<file path="config.mk">
export PLATFORM = sky130hd
export DESIGN_NAME = stable_priority_queue_with_boost
export DESIGN_NICKNAME = d
export VERILOG_FILES = /design/src/sv/spq_pkg.sv /design/src/sv/stable_priority_queue_with_boost.sv /design/src/sv/spq_store.sv
export SDC_FILE = /design/constraint.sdc
export NUM_CORES = 1
export LEC_CHECK = 0
export BUFFER_PORTS_ARGS = -buffer_cell sky130_fd_sc_hd__buf_2
export CAP_MARGIN = 10
export CELL_PAD_IN_SITES_DETAIL_PLACEMENT = 1
export CELL_PAD_IN_SITES_GLOBAL_PLACEMENT = 1
export CORE_MARGIN = 2
export CORE_UTILIZATION = 58
export CTS_CLUSTER_DIAMETER = 200
export CTS_CLUSTER_SIZE = 28
export DETAILED_ROUTE_END_ITERATION = 12
export PLACE_DENSITY_LB_ADDON = 0.1
export SYNTH_ARGS = -nofsm -noshare
export SYNTH_HDL_FRONTEND = slang
export SYNTH_HIERARCHICAL = 1
export SYNTH_SLANG_ARGS = --single-unit
</file>
<file path="constraint.sdc">
create_clock -name clk -period 9.9 [get_ports clk]
set_input_delay 0.495 -clock clk [delete_from_list [all_inputs] [get_ports clk]]
set_output_delay 0.495 -clock clk [all_outputs]
set_load 0.01 [all_outputs]
</file>
<file path="src/sv/spq_pkg.sv">
// spq_pkg: shared types and codes for the stable priority queue with boost.
// Holds default sizes, operation codes and result status codes.
// No dependencies.
package spq_pkg;

  localparam int DEF_CAPACITY  = 16;
  localparam int DEF_TAG_BITS  = 8;
  localparam int DEF_PRIO_BITS = 16;

  // Operation code of an input transaction; the fourth code is a no-op.
  typedef logic [1:0] mode_t;
  localparam mode_t MODE_PUSH  = 2'd0;
  localparam mode_t MODE_BOOST = 2'd1;
  localparam mode_t MODE_SERVE = 2'd2;

  typedef enum logic [1:0] {
    ST_DONE     = 2'd0,
    ST_EMPTY    = 2'd1,
    ST_NOTFOUND = 2'd2,
    ST_FULL     = 2'd3
  } status_t;

endpackage

</file>
<file path="src/sv/stable_priority_queue_with_boost.sv">
// Stable priority queue with boost: top level, sequencer around one entry memory.
// One transaction is in work at a time; the next is taken once the result is in
//   the output register. The memory moves one entry per cycle.
// Reset (rst, synchronous): queue empty, no result pending; memory contents are kept.
// Depends on spq_pkg and spq_store.
module stable_priority_queue_with_boost #(
  parameter int CAPACITY  = spq_pkg::DEF_CAPACITY,
  parameter int TAG_BITS  = spq_pkg::DEF_TAG_BITS,
  parameter int PRIO_BITS = spq_pkg::DEF_PRIO_BITS
) (
  input  logic                        clk,
  input  logic                        rst,
  // input channel
  input  logic                        in_valid,
  output logic                        in_stall,
  input  spq_pkg::mode_t              mode,
  input  logic [TAG_BITS-1:0]         tag,
  input  logic signed [PRIO_BITS-1:0] priority_req,
  input  logic signed [PRIO_BITS-1:0] delta,
  // result channel
  output logic                        out_valid,
  input  logic                        out_stall,
  output spq_pkg::status_t            status,
  output logic                        served_valid,
  output logic [TAG_BITS-1:0]         served_tag,
  output logic signed [PRIO_BITS-1:0] served_priority
);
  import spq_pkg::*;

  localparam int IDX_W = $clog2(CAPACITY);
  localparam int CNT_W = $clog2(CAPACITY + 1);
  localparam int ENT_W = TAG_BITS + PRIO_BITS;

  localparam logic signed [PRIO_BITS-1:0] PRIO_MAX = {1'b0, {(PRIO_BITS-1){1'b1}}};
  localparam logic signed [PRIO_BITS-1:0] PRIO_MIN = {1'b1, {(PRIO_BITS-1){1'b0}}};

  // Sequencer states:
  //  S_INS_START  first read of the tail (or direct write into an empty queue)
  //  S_INS        walk from the tail toward the head, moving lower entries back
  //  S_INS_HEAD   new entry lands in slot 0
  //  S_FIND       scan from the head for the tag (boost) or take the head (serve)
  //  S_SHIFT      close the gap left by a removed entry
  //  S_RESULT     hand the result to the output register
  typedef enum logic [2:0] {
    S_IDLE,
    S_INS_START,
    S_INS,
    S_INS_HEAD,
    S_FIND,
    S_SHIFT,
    S_RESULT
  } state_t;

  state_t                       state;
  logic [CNT_W-1:0]             count;
  logic [IDX_W-1:0]             cur;       // slot whose read data arrives this cycle
  logic                         op_boost;  // boost, else serve (used in S_FIND/S_SHIFT)
  logic [TAG_BITS-1:0]          op_tag;
  logic signed [PRIO_BITS-1:0]  op_prio;   // delta during the boost scan, else new priority

  status_t                      res_status;
  logic                         res_sv;
  logic [TAG_BITS-1:0]          res_tag;
  logic signed [PRIO_BITS-1:0]  res_prio;

  // memory port
  logic                         ram_we;
  logic [IDX_W-1:0]             ram_waddr;
  logic [ENT_W-1:0]             ram_wdata;
  logic                         rd_en;
  logic [IDX_W-1:0]             ram_raddr;
  logic [ENT_W-1:0]             ram_rdata;

  logic [TAG_BITS-1:0]          rd_tag;
  logic signed [PRIO_BITS-1:0]  rd_prio;
  logic [CNT_W-1:0]             cur_nxt;
  logic                         more;      // a slot exists above cur
  logic [IDX_W-1:0]             cur_up;
  logic [IDX_W-1:0]             cur_dn;
  logic [IDX_W-1:0]             last_idx;
  logic                         prio_ge;
  logic                         find_hit;
  logic signed [PRIO_BITS:0]    sum_w;
  logic signed [PRIO_BITS-1:0]  sat_prio;

  spq_store #(
    .DEPTH (CAPACITY),
    .WIDTH (ENT_W)
  ) u_store (
    .clk   (clk),
    .we    (ram_we),
    .waddr (ram_waddr),
    .wdata (ram_wdata),
    .re    (rd_en),
    .raddr (ram_raddr),
    .rdata (ram_rdata)
  );

  assign rd_tag   = ram_rdata[ENT_W-1:PRIO_BITS];
  assign rd_prio  = ram_rdata[PRIO_BITS-1:0];
  assign cur_nxt  = CNT_W'(cur) + CNT_W'(1);
  assign more     = cur_nxt < count;
  assign cur_up   = cur + IDX_W'(1);
  assign cur_dn   = cur - IDX_W'(1);
  assign last_idx = IDX_W'(count - CNT_W'(1));
  // new entry goes behind everything of greater or equal priority
  assign prio_ge  = rd_prio >= op_prio;
  assign find_hit = op_boost ? (rd_tag == op_tag) : 1'b1;

  // boost: saturating add of the delta to the matched priority
  assign sum_w = {rd_prio[PRIO_BITS-1], rd_prio} + {op_prio[PRIO_BITS-1], op_prio};
  always_comb begin
    if (sum_w[PRIO_BITS] != sum_w[PRIO_BITS-1]) begin
      sat_prio = sum_w[PRIO_BITS] ? PRIO_MIN : PRIO_MAX;
    end else begin
      sat_prio = sum_w[PRIO_BITS-1:0];
    end
  end

  assign in_stall = (state != S_IDLE);

  // Memory access per state. Reads run two slots ahead of the writes, always on
  // the far side of the slot being written, so no read meets a pending write.
  always_comb begin
    ram_we    = 1'b0;
    ram_waddr = cur_up;
    ram_wdata = {op_tag, op_prio};
    rd_en     = 1'b0;
    ram_raddr = cur_up;
    unique case (state)
      S_IDLE: begin
        if (in_valid && (mode == MODE_BOOST || mode == MODE_SERVE) &&
            count != '0) begin
          rd_en     = 1'b1;
          ram_raddr = '0;
        end
      end
      S_INS_START: begin
        if (count == '0) begin
          ram_we    = 1'b1;
          ram_waddr = '0;
        end else begin
          rd_en     = 1'b1;
          ram_raddr = last_idx;
        end
      end
      S_INS: begin
        ram_we = 1'b1;
        if (!prio_ge) begin
          ram_wdata = ram_rdata;
          if (cur != '0) begin
            rd_en     = 1'b1;
            ram_raddr = cur_dn;
          end
        end
      end
      S_INS_HEAD: begin
        ram_we    = 1'b1;
        ram_waddr = '0;
      end
      S_FIND: begin
        // speculative read of the next slot: the scan or the gap close needs it
        rd_en = more;
      end
      S_SHIFT: begin
        ram_we    = 1'b1;
        ram_waddr = cur_dn;
        ram_wdata = ram_rdata;
        rd_en     = more;
      end
      S_RESULT: begin
      end
      default: begin
      end
    endcase
  end

  always_ff @(posedge clk) begin
    if (rst) begin
      state     <= S_IDLE;
      count     <= '0;
      out_valid <= 1'b0;
    end else begin
      // S_RESULT loads the output register itself
      if (out_valid && !out_stall && state != S_RESULT) begin
        out_valid <= 1'b0;
      end
      unique case (state)
        S_IDLE: begin
          if (in_valid) begin
            op_tag     <= tag;
            res_status <= ST_DONE;
            res_sv     <= 1'b0;
            res_tag    <= '0;
            res_prio   <= '0;
            cur        <= '0;
            case (mode)
              MODE_PUSH: begin
                op_prio <= priority_req;
                if (count == CNT_W'(CAPACITY)) begin
                  res_status <= ST_FULL;
                  state      <= S_RESULT;
                end else begin
                  state <= S_INS_START;
                end
              end
              MODE_BOOST: begin
                op_prio  <= delta;
                op_boost <= 1'b1;
                if (count == '0) begin
                  res_status <= ST_NOTFOUND;
                  state      <= S_RESULT;
                end else begin
                  state <= S_FIND;
                end
              end
              MODE_SERVE: begin
                op_boost <= 1'b0;
                if (count == '0) begin
                  res_status <= ST_EMPTY;
                  state      <= S_RESULT;
                end else begin
                  state <= S_FIND;
                end
              end
              default: begin
                state <= S_RESULT;
              end
            endcase
          end
        end
        S_INS_START: begin
          if (count == '0) begin
            count <= count + CNT_W'(1);
            state <= S_RESULT;
          end else begin
            cur   <= last_idx;
            state <= S_INS;
          end
        end
        S_INS: begin
          if (prio_ge) begin
            count <= count + CNT_W'(1);
            state <= S_RESULT;
          end else if (cur == '0) begin
            state <= S_INS_HEAD;
          end else begin
            cur <= cur_dn;
          end
        end
        S_INS_HEAD: begin
          count <= count + CNT_W'(1);
          state <= S_RESULT;
        end
        S_FIND: begin
          if (find_hit) begin
            if (op_boost) begin
              op_prio <= sat_prio;
            end else begin
              res_sv   <= 1'b1;
              res_tag  <= rd_tag;
              res_prio <= rd_prio;
            end
            if (more) begin
              cur   <= cur_up;
              state <= S_SHIFT;
            end else begin
              count <= count - CNT_W'(1);
              state <= op_boost ? S_INS_START : S_RESULT;
            end
          end else if (more) begin
            cur <= cur_up;
          end else begin
            res_status <= ST_NOTFOUND;
            state      <= S_RESULT;
          end
        end
        S_SHIFT: begin
          if (more) begin
            cur <= cur_up;
          end else begin
            count <= count - CNT_W'(1);
            // boost goes on to place the entry again
            state <= op_boost ? S_INS_START : S_RESULT;
          end
        end
        S_RESULT: begin
          if (!out_valid || !out_stall) begin
            out_valid       <= 1'b1;
            status          <= res_status;
            served_valid    <= res_sv;
            served_tag      <= res_tag;
            served_priority <= res_prio;
            state           <= S_IDLE;
          end
        end
        default: begin
          state <= S_IDLE;
        end
      endcase
    end
  end

  // no read of a slot in the cycle it is written
  a_no_rw_clash: assert property (@(posedge clk) disable iff (rst)
    ram_we && rd_en |-> ram_waddr != ram_raddr)
    else $error("memory read and write hit the same slot");

  // an accepted transaction always occupies the sequencer for the next cycle
  a_busy_after_accept: assert property (@(posedge clk) disable iff (rst)
    in_valid && !in_stall |=> in_stall)
    else $error("input taken again right after a transaction");

  a_count_bound: assert property (@(posedge clk) disable iff (rst)
    count <= CNT_W'(CAPACITY))
    else $error("entry count above capacity");

  // the fill level moves by at most one entry per cycle
  a_count_step: assert property (@(posedge clk) disable iff (rst)
    !$past(rst) && count != $past(count) |->
      count == $past(count) + CNT_W'(1) || count == $past(count) - CNT_W'(1))
    else $error("entry count jumped");

endmodule

</file>
<file path="src/sv/spq_store.sv">
// spq_store: entry memory of the priority queue, one write and one read port.
// Read data is registered.
// Depends on spq_pkg for default sizes.
module spq_store #(
  parameter int DEPTH = spq_pkg::DEF_CAPACITY,
  parameter int WIDTH = spq_pkg::DEF_TAG_BITS + spq_pkg::DEF_PRIO_BITS,
  localparam int AW   = $clog2(DEPTH)
) (
  input  logic             clk,
  input  logic             we,
  input  logic [AW-1:0]    waddr,
  input  logic [WIDTH-1:0] wdata,
  input  logic             re,
  input  logic [AW-1:0]    raddr,
  output logic [WIDTH-1:0] rdata
);

  logic [WIDTH-1:0] mem [DEPTH];

  always_ff @(posedge clk) begin
    if (we) begin
      mem[waddr] <= wdata;
    end
  end

  always_ff @(posedge clk) begin
    if (re) begin
      rdata <= mem[raddr];
    end
  end

endmodule

</file>
==> flow_metrics.env, run 1 <==
export IMPL_cts_sinks=500
export IMPL_synth_nets=1307
export IMPL_final_common_cell="edfxtp_1"
export IMPL_clock_latency_ns=0.58
export IMPL_nets=1369
export IMPL_synth_fa_ha_area_share_pct=2.68
export IMPL_wl_mm=51.5
export IMPL_synth_cell_types=66
export IMPL_portBuffers=74
export IMPL_final_area_sq_mm=0.0229
export IMPL_cts_clk_slew_worst_paths_ns=0.13
export IMPL_layout_drive_gt1_share_pct=22.6
export IMPL_crit_type="reg2reg"
export IMPL_avgSynthCellArea_sq_um=17.5
export IMPL_async_flop_share_pct=0
export IMPL_holdBufCountCts=0
export IMPL_gr_usage_all_layers_pct=27.6
export IMPL_grt_max_degree=97
export IMPL_synth_compound_area_share_pct=6.77
export IMPL_status="finished, final reports clean"
export IMPL_r2r_start="u_store/rdata[15]$_DFFE_PP_"
export IMPL_cp_required_ns=10.22
export IMPL_peakVddDrop_uv=226
export IMPL_vias=11500
export IMPL_synth_edff_count=491
export IMPL_maxSlewViolCount=0
export IMPL_rsz0062_at_grt="false"
export IMPL_total_power_mw=7.29
export IMPL_place_gp_congestion=0.854
export IMPL_min_period_ns=5.18
export IMPL_ys_warnings_count=6
export IMPL_dp_slack_ns=4.82
export IMPL_min_from="tag[6]"
export IMPL_num_antenna_cells=0
export IMPL_fin_setup_tns_ns=0
export IMPL_fillerInstances=3186
export IMPL_wire_per_inst_microns=29.4
export IMPL_final_period_utilization_pct=52.3
export IMPL_leakage_nw=7.44
export IMPL_cts_tree="done"
export IMPL_synth_top_area_share_pct=69.1
export IMPL_placement_rows=70
export IMPL_dieHeight_microns=196
export IMPL_cap_viol_max_count=0
export IMPL_tightest_slew_ns=1.21
export IMPL_start_kind="flip-flop"
export IMPL_core_area_sq_mm=0.0364
export IMPL_cellPowerDensity_mw_per_mm2=319
export IMPL_synth_seq_area_share_pct=70.0
export IMPL_worstPathMaxFanout=68
export IMPL_ys_ff_latch=500
export IMPL_yosysTopAreaCell="edfxtp_1"
export IMPL_synthFlopType="edfxtp_1"
export IMPL_final_cell_mix="edfxtp_1, mux4_2, buf_2, nand2_1, a22oi_1"
export IMPL_clock_path_buffers=3
export IMPL_min_path_cells=1
export IMPL_finalHoldViolCount=0
export IMPL_slew_headroom_pct=19.1
export IMPL_grt_pass1_vias=12300
export IMPL_drtIter0Drc=889
export IMPL_reg2reg_depth=12
export IMPL_die_area_sq_mm=0.0383
export IMPL_synth_simple_area_share_pct=5.00
export IMPL_synth_top_family_by_area="multiplexers"
export IMPL_drc=0
export IMPL_numCtsBuffers=21
export IMPL_cp_data_arrival_time_ns=5.50
export IMPL_dp_hpwl_mm=32.6
export IMPL_ant_nets=0
export IMPL_cts_htree_levels=1
export IMPL_crit_reg2reg_capture="u_store/rdata[17]$_DFFE_PP_"
export IMPL_post_dp_cell_area_sq_mm=0.0223
export IMPL_area_growth_pct=7.31
export IMPL_initial_core_util_pct=58.5
export IMPL_syn_inst=1216
export IMPL_synth_area_leaders="edfxtp_1, mux4_2, ha_1"
export IMPL_end_kind="flip-flop"
export IMPL_hold_end="op_tag[6]$_DFFE_PP_"
export IMPL_setup_viol=0
export IMPL_muxShareOfSynthArea_pct=12.3
export IMPL_grt_pass1_wl_mm=77.6
export IMPL_io_pins=75
export IMPL_timing_fmax_ghz=0.193
export IMPL_fin_ws_ns=4.72
export IMPL_finClkSkew_ns=0.0385
export IMPL_r2r_setup_slack_ns=4.72
export IMPL_die_w_microns=196
export IMPL_netlist_area_sq_mm=0.0213
export IMPL_holdWs_ns=0.106
export IMPL_firstDrtPassIters=5
export IMPL_hold_class="in2reg"
export IMPL_avgViaCountPerCell=6.55
export IMPL_post_cts_setup_buffer_count=0
export IMPL_antenna_found_initial=1
export IMPL_cts_resized=0
export IMPL_ctsRootBufferMaster="clkbuf_16"
export IMPL_synth_xor_area_share_pct=1.07
export IMPL_grt_overflow=0
## stage by stage
| stage | instances | utilization [%] |
|---|---|---|
| 6_report | 1753 | 62.8 |
| 5_1_grt | 1753 | 62.8 |
| 4_1_cts | 1752 | 62.8 |
| 3_5_place_dp | 1722 | 61.2 |
| 3_3_place_gp | 1722 | 61.2 |
| 2_1_floorplan | 1216 | - |
## worst max-delay path by stage
stage / startpoint / to / slack, ns / depth (start not counted)
finish: u_store/rdata[15]$_DFFE_PP_ / u_store/rdata[17]$_DFFE_PP_ / 4.72 / 12
global route: u_store/rdata[15]$_DFFE_PP_ / u_store/rdata[17]$_DFFE_PP_ / 4.50 / 12
CTS: u_store/rdata[15]$_DFFE_PP_ / u_store/rdata[17]$_DFFE_PP_ / 4.77 / 12
detailed placement: u_store/rdata[15]$_DFFE_PP_ / u_store/rdata[13]$_DFFE_PP_ / 4.82 / 12
global placement: u_store/rdata[15]$_DFFE_PP_ / u_store/rdata[13]$_DFFE_PP_ / 4.96 / 12
floorplan: state[1]$_SDFFE_PP0P_ / res_prio[0]$_SDFFCE_PN0P_ / 4.49 / 4
## power breakdown
part           switching (mW)  total [mW]  internal, mW
registers               0.209        3.11          2.90
logic                    1.90        3.15          1.25
clock network           0.608        1.03         0.423
## cell usage after synthesis (15+ instances only)
cell and count:
edfxtp_1 491, mux4_2 96, nand2_1 51, nor2_1 50, a22oi_1 48, inv_1 46, ha_1 44, a21oi_1 38
clkbuf_1 37, and2_1 25, mux2_2 24, xnor2_1 24, mux2i_1 17, nor3_1 16, o21ai_0 15
## per-layer routing
metal | GRT usage, % | vias up | share of wire (%)
met5 | 0 | - | 0.025
met4 | 9.29 | 2 | 3.2
met3 | 5.35 | 102 | 6.2
met2 | 47.4 | 385 | 51
met1 | 35.9 | 6019 | 40
li1 | - | 4976 | -
## state kept, by name (all words and copies together) (netlist names), 2 cells and up
name and flops:
u_store/mem 384, cur 4, status 2, op_prio 16
res_prio 16, served_priority 16, count 5, res_tag 8
op_tag 8, state 3, served_tag 8, res_status 2
u_store/rdata 24
## cells by family (layout without fill, tap and decap cells)
family | after synthesis | after routing
AO/OA/AOI/OAI | 189 | 189
XOR/XNOR | 26 | 26
adder cells (fa/ha/maj) | 45 | 45
buffers and inverters | 106 | 175
flip-flops | 500 | 500
multiplexers | 138 | 138
AND/OR/NAND/NOR | 212 | 212
## critical path, cell delays in order (launching register included)
cell and delay, ns:
edfxtp_1 0.46, ha_1 0.49, nor2b_1 0.23, o21ai_0 0.14, a2111o_1 0.42, o31a_1 0.28
or3_1 0.52, o211ai_1 0.24, buf_4 0.43, buf_4 0.78, mux4_2 0.44, a22oi_1 0.25
nand2_1 0.09
## layout make-up
class / count / area (sq um) / area share, %
tap: 468 / 586 / 2.56
clock buffer: 28 / 552 / 2.41
timing repair buffer: 99 / 571 / 2.49
clock inverter: 2 / 38.8 / 0.170
multi-input combinational: 610 / 6040 / 26.4
sequential: 500 / 14900 / 65.2
inverter: 46 / 173 / 0.755
Power figures use the tool's default switching activity.
==> run 2: changes to the inputs <==
--- a/config.mk
+++ b/config.mk
@@ -10,7 +10,7 @@
 export CELL_PAD_IN_SITES_DETAIL_PLACEMENT = 1
 export CELL_PAD_IN_SITES_GLOBAL_PLACEMENT = 1
 export CORE_MARGIN = 2
-export CORE_UTILIZATION = 58
+export CORE_UTILIZATION = 48
 export CTS_CLUSTER_DIAMETER = 200
 export CTS_CLUSTER_SIZE = 28
 export DETAILED_ROUTE_END_ITERATION = 12
==> constraint.sdc (replaced) <==
create_clock -name clk -period 4.65 [get_ports clk]
set_input_delay 0.2325 -clock clk [delete_from_list [all_inputs] [get_ports clk]]
set_output_delay 0.2325 -clock clk [all_outputs]
set_load 0.01 [all_outputs]
==> run 2 against run 1 <==
Clock skew shrank 0.010 ns. Fmax up 18%. Sequential share of layout area decreased by 1.6 points. Critical path depth unchanged. Register-to-register slack got worse by 4.5 ns. Clock power is 120% higher. Total power grew 120%. Largest cell class unchanged. Routed wire length rose by 2.6%. Final area is 2.5% higher. Count of clock-buffer cells in the layout unchanged. Final cell count increased by 9.0%.
==> flow_metrics.env, run 2 (synthesis results as in run 1) <==
export IMPL_end_kind="flip-flop"
export IMPL_total_power_mw=16.0
export IMPL_dieHeight_microns=215
export IMPL_dp_slack_ns=0.232
export IMPL_ant_nets=0
export IMPL_numCtsBuffers=21
export IMPL_avgViaCountPerCell=6.04
export IMPL_core_area_sq_mm=0.0440
export IMPL_vias=11500
export IMPL_cellPowerDensity_mw_per_mm2=680
export IMPL_slew_headroom_pct=32.3
export IMPL_finalHoldViolCount=0
export IMPL_final_cell_mix="edfxtp_1, mux4_2, buf_2, nand2_1, a22oi_1"
export IMPL_leakage_nw=7.64
export IMPL_fin_setup_tns_ns=0
export IMPL_cap_viol_max_count=0
export IMPL_die_area_sq_mm=0.0461
export IMPL_grt_overflow=0
export IMPL_setup_viol=0
export IMPL_cts_htree_levels=1
export IMPL_top_register="u_store/mem"
export IMPL_cp_required_ns=4.93
export IMPL_grt_pass1_vias=12000
export IMPL_worstPathMaxFanout=24
export IMPL_portBuffers=74
export IMPL_top_regs="u_store/mem: 384 flops, u_store/rdata: 24 flops"
export IMPL_clock_path_buffers=3
export IMPL_ctsRootBufferMaster="clkbuf_16"
export IMPL_r2r_setup_slack_ns=0.26
export IMPL_grt_max_degree=40
export IMPL_crit_type="reg2reg"
export IMPL_drtIter0Drc=977
export IMPL_min_period_ns=4.39
export IMPL_hold_class="in2reg"
export IMPL_final_period_utilization_pct=94.4
export IMPL_num_antenna_cells=0
export IMPL_antenna_found_initial=1
export IMPL_layout_drive_gt1_share_pct=24.0
export IMPL_cts_sinks=500
export IMPL_gr_usage_all_layers_pct=23.3
export IMPL_area_growth_pct=9.99
export IMPL_largest_reg_flops=384
export IMPL_wire_per_inst_microns=27.6
export IMPL_status="finished, final reports clean"
export IMPL_rsz0062_at_grt="false"
export IMPL_place_gp_congestion=0.858
export IMPL_cts_tree="done"
export IMPL_maxSlewViolCount=0
export IMPL_cts_clk_slew_worst_paths_ns=0.13
export IMPL_clock_latency_ns=0.58
export IMPL_peakVddDrop_uv=414
export IMPL_finClkSkew_ns=0.0284
export IMPL_timing_fmax_ghz=0.228
export IMPL_die_w_microns=215
export IMPL_firstDrtPassIters=5
export IMPL_start_kind="flip-flop"
export IMPL_initial_core_util_pct=48.4
export IMPL_io_pins=75
export IMPL_wl_mm=52.8
export IMPL_tightest_slew_ns=1.01
export IMPL_cp_data_arrival_time_ns=4.67
export IMPL_dp_hpwl_mm=33.4
export IMPL_drc=0
export IMPL_grt_pass1_wl_mm=79.6
export IMPL_nets=1403
export IMPL_final_common_cell="edfxtp_1"
export IMPL_placement_rows=77
export IMPL_fin_ws_ns=0.260
-- run 2: cell types whose count changed in the layout (fill, tap and decap cells not counted), sizes merged --
cell         change
dlygate4sd3      +9
buf             +25
-- run 2: path summary, 6_finish.rpt --
kind,startpoint,to,cells past startpoint
worst min-delay path,rst,state[1]$_SDFFE_PP0P_,2
worst max register to register,u_store/rdata[14]$_DFFE_PP_,u_store/rdata[10]$_DFFE_PP_,12
worst min register to register,res_prio[3]$_SDFFCE_PN0P_,served_priority[3]$_DFFE_PP_,0
worst max-delay path,u_store/rdata[14]$_DFFE_PP_,u_store/rdata[10]$_DFFE_PP_,12
-- run 2: worst max-delay path: stages (launching register included) --
cell and delay [ns]:
edfxtp_1 0.48, ha_1 0.42, inv_1 0.21, o21ai_0 0.20
a2111o_1 0.44, o31a_1 0.26, or3_1 0.52, o211ai_1 0.32
buf_12 0.25, buf_12 0.22, mux4_2 0.31, a22oi_1 0.22
nand2_1 0.23
-- run 2: layer usage --
metal | track usage, % | share of wire [%] | up-vias
met4 | 5.19 | 2.1 | 0
met5 | 0 | 0 | -
met2 | 38.8 | 49 | 341
li1 | - | - | 5039
met1 | 33.3 | 44 | 6098
met3 | 2.86 | 5.1 | 60
-- run 2: per-stage QoR --
| step | hold WS [ns] | instance area (sq um) | util (%) | cells |
|---|---|---|---|---|
| final | 0.0467 | 23500 | 53.3 | 1911 |
| after global routing | 0.0379 | 23500 | 53.3 | 1911 |
| after CTS | 0.0227 | 23500 | 53.3 | 1911 |
| after detailed placement | 0.406 | 22800 | 51.7 | 1872 |
| after global placement | 0.401 | 22800 | 51.7 | 1872 |
| after floorplan | 0.331 | 21300 | - | 1216 |
-- run 2: area by class of cell --
| cell class | instances | area, sq um |
|---|---|---|
| inverters | 46 | 173 |
| multi-input cells | 610 | 6080 |
| clock inverters | 2 | 38.8 |
| well taps | 592 | 741 |
| fillers | 4077 | 20600 |
| clock buffers | 28 | 552 |
| flip-flops and latches | 500 | 14900 |
| repair buffers | 133 | 948 |
-- run 2: power by group --
group | switching [mW] | internal [mW]
combinational | 4.26 | 2.90
clock | 1.32 | 0.900
sequential | 0.397 | 6.18
total | 5.98 | 9.97
-- run 2: timing repair --
item	in CTS	in global routing
endpoints found under the setup margin	0	1
resized for setup	0	1
hold buffers	9	0
setup buffers	0	0
hold endpoints to repair	9	0
